--- src/hw/rtl/carp_pkg.sv ---
// shared types and constants of the cascaded angle/rate controller
`default_nettype none

package carp_pkg;

  // configuration port
  localparam int CFG_INDEX_W = 3;
  localparam int CFG_DATA_W  = 32;

  // register widths
  localparam int GAIN_W  = 32;
  localparam int LIMIT_W = 15;

  // result and state widths
  localparam int DRIVE_W = 16;
  localparam int ESUM_W  = 17;

  // Q.F datapath: magnitudes saturate at 2^60, signed sums need one more bit
  localparam int MAG_W = 61;
  localparam int ACC_W = MAG_W + 1;
  localparam logic [MAG_W-1:0] CAP_Q = {1'b1, {(MAG_W-1){1'b0}}};

  // multiplier digit size
  localparam int DIGIT_W    = 4;
  localparam int NUM_DIGITS = GAIN_W / DIGIT_W;

  // register reset values
  localparam logic signed [GAIN_W-1:0] OUTER_KP_RST   = 32'sd8519680;
  localparam logic signed [GAIN_W-1:0] OUTER_KI_RST   = 32'sd6554;
  localparam logic signed [GAIN_W-1:0] OUTER_KD_RST   = 32'sd18350080;
  localparam logic signed [GAIN_W-1:0] INNER_KP_RST   = 32'sd851968;
  localparam logic signed [GAIN_W-1:0] INNER_KD_RST   = -32'sd5242880;
  localparam logic signed [GAIN_W-1:0] GYRO_SCALE_RST = 32'sd294912;
  localparam logic [LIMIT_W-1:0]       INT_LIMIT_RST  = 15'd1000;
  localparam logic [LIMIT_W-1:0]       OUT_LIMIT_RST  = 15'd28000;

  // register indexes
  typedef enum logic [CFG_INDEX_W-1:0] {
    REG_OUTER_KP       = 3'd0,
    REG_OUTER_KI       = 3'd1,
    REG_OUTER_KD       = 3'd2,
    REG_INNER_KP       = 3'd3,
    REG_INNER_KD       = 3'd4,
    REG_GYRO_SCALE     = 3'd5,
    REG_INTEGRAL_LIMIT = 3'd6,
    REG_OUTPUT_LIMIT   = 3'd7
  } cfg_index_t;

  // controller sequencer states
  typedef enum logic [1:0] {
    ST_IDLE,
    ST_LOAD,
    ST_WAIT,
    ST_FINAL
  } ctrl_state_t;

  // product order through the shared multiplier
  typedef enum logic [2:0] {
    STEP_KP,
    STEP_KI,
    STEP_KD,
    STEP_GYRO,
    STEP_INNER_KP,
    STEP_INNER_KD
  } prod_step_t;

  // multiplier control and status
  typedef struct packed {
    logic start;
    logic frac;
    logic neg;
  } mul_req_t;

  typedef struct packed {
    logic busy;
    logic done;
  } mul_rsp_t;

endpackage

`default_nettype wire

--- src/hw/rtl/carp_mul.sv ---
// digit-serial saturating multiplier: magnitude times gain, 4 gain bits per cycle
`default_nettype none

module carp_mul
  import carp_pkg::*;
#(
  parameter int GAIN_FRAC_BITS = 16
) (
  input  wire logic                     clk,
  input  wire logic                     rst,
  input  wire mul_req_t                 req,
  input  wire logic [MAG_W-1:0]         a_mag,
  input  wire logic [GAIN_W-1:0]        g_mag,
  output mul_rsp_t                      rsp,
  output logic signed [ACC_W-1:0]       product
);

  localparam int PROD_W = MAG_W + GAIN_FRAC_BITS + DIGIT_W + 1;
  localparam int CNT_W  = $clog2(NUM_DIGITS + 1);
  // smallest full product whose scaled value passes the cap
  localparam logic [PROD_W-1:0] LIM_INT  = PROD_W'(CAP_Q) + PROD_W'(1);
  localparam logic [PROD_W-1:0] LIM_FRAC = LIM_INT << GAIN_FRAC_BITS;

  logic [MAG_W-1:0]         a_reg;
  logic [GAIN_W-1:0]        g_sr;
  logic [PROD_W-1:0]        prod;
  logic                     ovf;
  logic                     neg;
  logic                     frac;
  logic [CNT_W-1:0]         cnt;
  logic                     busy;
  logic                     done;

  logic [DIGIT_W-1:0]       digit;
  logic [MAG_W+DIGIT_W-1:0] pp;
  logic [PROD_W-1:0]        prod_next;
  logic                     over;
  logic [PROD_W-1:0]        scaled;
  logic [MAG_W-1:0]         res_mag;
  logic signed [ACC_W-1:0]  res_signed;
  logic                     last_digit;

  // one digit of the gain per cycle, most significant first
  assign digit      = g_sr[GAIN_W-1 -: DIGIT_W];
  assign pp         = {{DIGIT_W{1'b0}}, a_reg} * {{MAG_W{1'b0}}, digit};
  assign prod_next  = (prod << DIGIT_W) + PROD_W'(pp);
  assign over       = prod_next >= (frac ? LIM_FRAC : LIM_INT);
  assign last_digit = cnt == CNT_W'(NUM_DIGITS);

  // truncate toward zero, cap and apply sign
  assign scaled     = frac ? (prod >> GAIN_FRAC_BITS) : prod;
  assign res_mag    = ovf ? CAP_Q : scaled[MAG_W-1:0];
  assign res_signed = neg ? -$signed({1'b0, res_mag}) : $signed({1'b0, res_mag});

  // sequencing
  always_ff @(posedge clk) begin
    if (rst) begin
      busy <= 1'b0;
      done <= 1'b0;
      cnt  <= '0;
    end else begin
      done <= 1'b0;
      if (req.start) begin
        busy <= 1'b1;
        cnt  <= '0;
      end else if (busy) begin
        cnt <= cnt + CNT_W'(1);
        if (last_digit) begin
          busy <= 1'b0;
          done <= 1'b1;
        end
      end
    end
  end

  // datapath
  always_ff @(posedge clk) begin
    if (req.start) begin
      a_reg <= a_mag;
      g_sr  <= g_mag;
      prod  <= '0;
      ovf   <= 1'b0;
      neg   <= req.neg;
      frac  <= req.frac;
    end else if (busy && !last_digit) begin
      g_sr <= g_sr << DIGIT_W;
      prod <= prod_next;
      ovf  <= ovf | over;
    end else if (busy) begin
      product <= res_signed;
    end
  end

  assign rsp.busy = busy;
  assign rsp.done = done;

endmodule

`default_nettype wire

--- config.mk ---
export PLATFORM = sky130hd
export DESIGN_NAME = carp_mul
export DESIGN_NICKNAME = d
export VERILOG_FILES = /design/src/hw/rtl/carp_pkg.sv /design/src/hw/rtl/carp_mul.sv
export SDC_FILE = /design/constraint.sdc
export NUM_CORES = 1
export LEC_CHECK = 0
export BUFFER_PORTS_ARGS = -buffer_cell sky130_fd_sc_hd__buf_2
export CAP_MARGIN = 20
export CORE_MARGIN = 4
export CORE_UTILIZATION = 62
export CTS_CLUSTER_DIAMETER = 120
export DETAILED_ROUTE_END_ITERATION = 16
export HOLD_SLACK_MARGIN = 0.03
export PLACE_DENSITY = 0.82
export SYNTH_ARGS = -nofsm -noshare
export SYNTH_HDL_FRONTEND = slang
export SYNTH_SLANG_ARGS = --single-unit
export TNS_END_PERCENT = 50
--- constraint.sdc ---
create_clock -name clk -period 7.5 [get_ports clk]
set_input_delay 1.5 -clock clk [delete_from_list [all_inputs] [get_ports clk]]
set_output_delay 1.5 -clock clk [all_outputs]
set_load 0.005 [all_outputs]
==> flow_metrics.tcl <==
set metrics [dict create \
    status "completed" \
    startpoint_type "flip-flop" \
    synth_area_sq_mm 0.02124 \
    synth_area_leaders "edfxtp_1 (22%), fa_1 (17%), dfxtp_1 (8.0%), and2_1 (6.9%), inv_1 (5.3%)" \
    die_x_um 193.1 \
    grt_pass1_wl_um 92030 \
    path_clk_slew_ns 0.06 \
    ys_ff_latch 242 \
    critPathArrivalTime_ns 7.63 \
    fin_crit_ns 7.181 \
    track_usage 0.3123 \
    io_buffers 161 \
    skew_ns 0.01451 \
    min_period_over_period 0.9575 \
    cts_buffers 28 \
    finalPower_mw 10.46 \
    num_rows 67 \
    leakage_nw 10.19 \
    drt-wirelength-per-cell_um 20.33 \
    grtUsageMet2 0.4795 \
    cts-root-buf "clkbuf_16" \
    dieArea_sq_mm 0.03729 \
    dpl.hpwl_um 46610 \
    holdWs_ns 0.5074 \
    drtIter0Drc 1388 \
    clk_latency_ns 0.58 \
    hold_path_class "flip-flop to flip-flop" \
    grtUsageMet3 0.05636 \
    drv_slew 0 \
    yosysSeqAreaShare 0.3021 \
    crit_chain "and2_1, fa_1, fa_1, inv_1, fa_1, inv_1, ha_1, nand4_1, nor4_1, or3b_1, a311oi_1, o211ai_2, a21boi_1, a21oi_1, xnor2_1, ha_1, a2111o_1, or4_1, nor4b_1, o221a_1, o32ai_2" \
    drt_wl_total_um 58570 \
    setup_tns_ns 0 \
    areaGrowthSynthToFinish_pct 10.16 \
    critPathMostFrequentCell "fa_1" \
    drive_above_1_share 0.1315 \
    cts_tree "built" \
    ios 162 \
    dr.pass1.iters 6 \
    grt_max_degree 88 \
    antenna_found_initial 0 \
    cpMaxStageDelayCell "edfxtp_1" \
    antenna_cells 0 \
    setup_viol 0 \
    synthArstFlopShare 0 \
    powerDensity_mw_per_mm2 446.8 \
    ant_nets 0 \
    relSlewSlack 0.3103 \
    htreeDepth 1 \
    ys.flop_type "edfxtp_1" \
    cts_hold_buf 0 \
    vias_per_cell 5.876 \
    grt_pass1_vias 16630 \
    grt.busiest_layer "met2" \
    vdd_drop_max_v 0.0002712 \
    drc 0 \
    globalplace.congestion 1.042 \
    fmax_mhz 139.3 \
    synth_top_area_cell "edfxtp_1" \
    worst_setup_path_end_kind "flip-flop" \
    r2r_slack_ns 0.32 \
    largest_reg_flops 78 \
    fillerInstances 2645 \
    hold_viol 0 \
    synth_cell_types 90 \
    worstSetupPathType "flip-flop to flip-flop" \
    required_ns 7.95 \
    final_nets 2767 \
    start_util 0.6303 \
    drv_cap 0 \
    critPathMaxStageDelay_ns 0.74 \
    utilization 0.6944 \
    overflow 0 \
    cts.sink_count 242 \
    syn_inst 2292 \
    die_y_um 193.1 \
    synth_nets 2648 \
    core_sq_mm 0.03370 \
    rsz0062_at_grt "no" \
    multi_input_area_sq_mm 0.01318 \
    seqCellArea_sq_mm 0.006417 \
    yosys.area.top_type_share 0.2219 \
    gr-usage-met1 0.4627 \
    cts_buffer_depth 3 \
    syn_avg_cell_area_sq_um 9.268 \
    worstPathMaxFanout 16 \
    worst_pin_slew_ns 1.035 \
    vias 16930 \
    yosysWarnings 0 \
    synth_edf_count 157 \
]
[synth_stat cells, types with 80 or more instances]
master,number
edfxtp_1,157
ha_1,80
dfxtp_1,85
nand2_1,188
and2_1,234
nor2_1,142
o21ai_0,131
a21oi_1,100
fa_1,178
xnor2_1,92
inv_1,302
[stage by stage]
step / setup slack [ns] / instance area, sq um / std cells
3_5_place_dp: 0.2070 / 22330 / 2823
3_3_place_gp: 0.5056 / 22330 / 2823
4_1_cts: 0.2083 / 23310 / 2875
5_1_grt: 0.004028 / 23400 / 2881
2_1_floorplan: 1.333 / 21240 / 2292
6_report: 0.3190 / 23400 / 2881
[area by class of cell]
cell class / count / share of cell area
multi-input combinational: 1640 / 0.5634
sequential: 242 / 0.2742
inverter: 302 / 0.04844
timing repair buffer: 197 / 0.04780
clock buffer: 29 / 0.03010
tap: 448 / 0.02395
clock inverter: 23 / 0.01203
[logic make-up (layout without fill, tap and decap cells)]
family | after synthesis | after routing | synth area share
buffers and inverters | 410 | 551 | 0.07781
multiplexers | 91 | 91 | 0.04459
AO/OA/AOI/OAI | 412 | 412 | 0.1245
flip-flops | 242 | 242 | 0.3021
AND/OR/NAND/NOR | 745 | 745 | 0.1809
adder cells (fa/ha/maj) | 258 | 258 | 0.2149
XOR/XNOR | 134 | 134 | 0.05525
[final timing paths]
check	start	end	depth (start not counted)
worst min register to register	prod[77]$_SDFFE_PP0P_	prod[77]$_SDFFE_PP0P_	2
worst max-delay path	g_sr[29]$_DFFE_PP_	ovf$_SDFFE_PP0P_	21
worst max register to register	g_sr[29]$_DFFE_PP_	ovf$_SDFFE_PP0P_	21
worst min-delay path	prod[77]$_SDFFE_PP0P_	prod[77]$_SDFFE_PP0P_	2
[cells in the final DEF, fill, tap and decap left out, drive strengths merged, types with 11 or more instances in the layout]
cell type    n
o31ai       19
a211oi      14
ha          80
a31oi       13
mux2        29
dfxtp       85
o21a        12
o21ai      142
mux2i       62
nand4       36
o21bai      11
nor2       142
inv        310
fa         178
a21o        16
nand3       29
or2         15
or3         13
edfxtp     157
clkbuf      29
nand2      189
nor3        38
xnor2       92
o22ai       15
xor2        42
a21oi      105
buf        197
a22o        13
and2       234
[where the power goes]
part | leakage [nW] | internal, mW | switching (mW)
registers | 2.19 | 1.68 | 0.298
logic | 7.53 | 2.42 | 4.61
clock network | 0.460 | 0.840 | 0.607
[worst max-delay path, delay by kind of cell (launching register included)]
family | cells | cell delay (ns)
AND/OR/NAND/NOR | 6 | 2.11
XOR/XNOR | 1 | 0.19
buffers and inverters | 2 | 0.10
flip-flops | 1 | 0.74
AO/OA/AOI/OAI | 7 | 1.77
adder cells (fa/ha/maj) | 5 | 2.12
[per-layer routing]
layer | vias to the layer above | part of all wire
met1 | 8189 | 0.45
li1 | 7913 | -
met5 | - | 0
met2 | 719 | 0.44
met3 | 109 | 0.082
met4 | 0 | 0.031
[timing repair]
action	4_1_cts	5_1_grt
buffers inserted	0	4
gates resized for setup	0	0
endpoints found under the setup margin	0	1
Power figures use the tool's default switching activity.
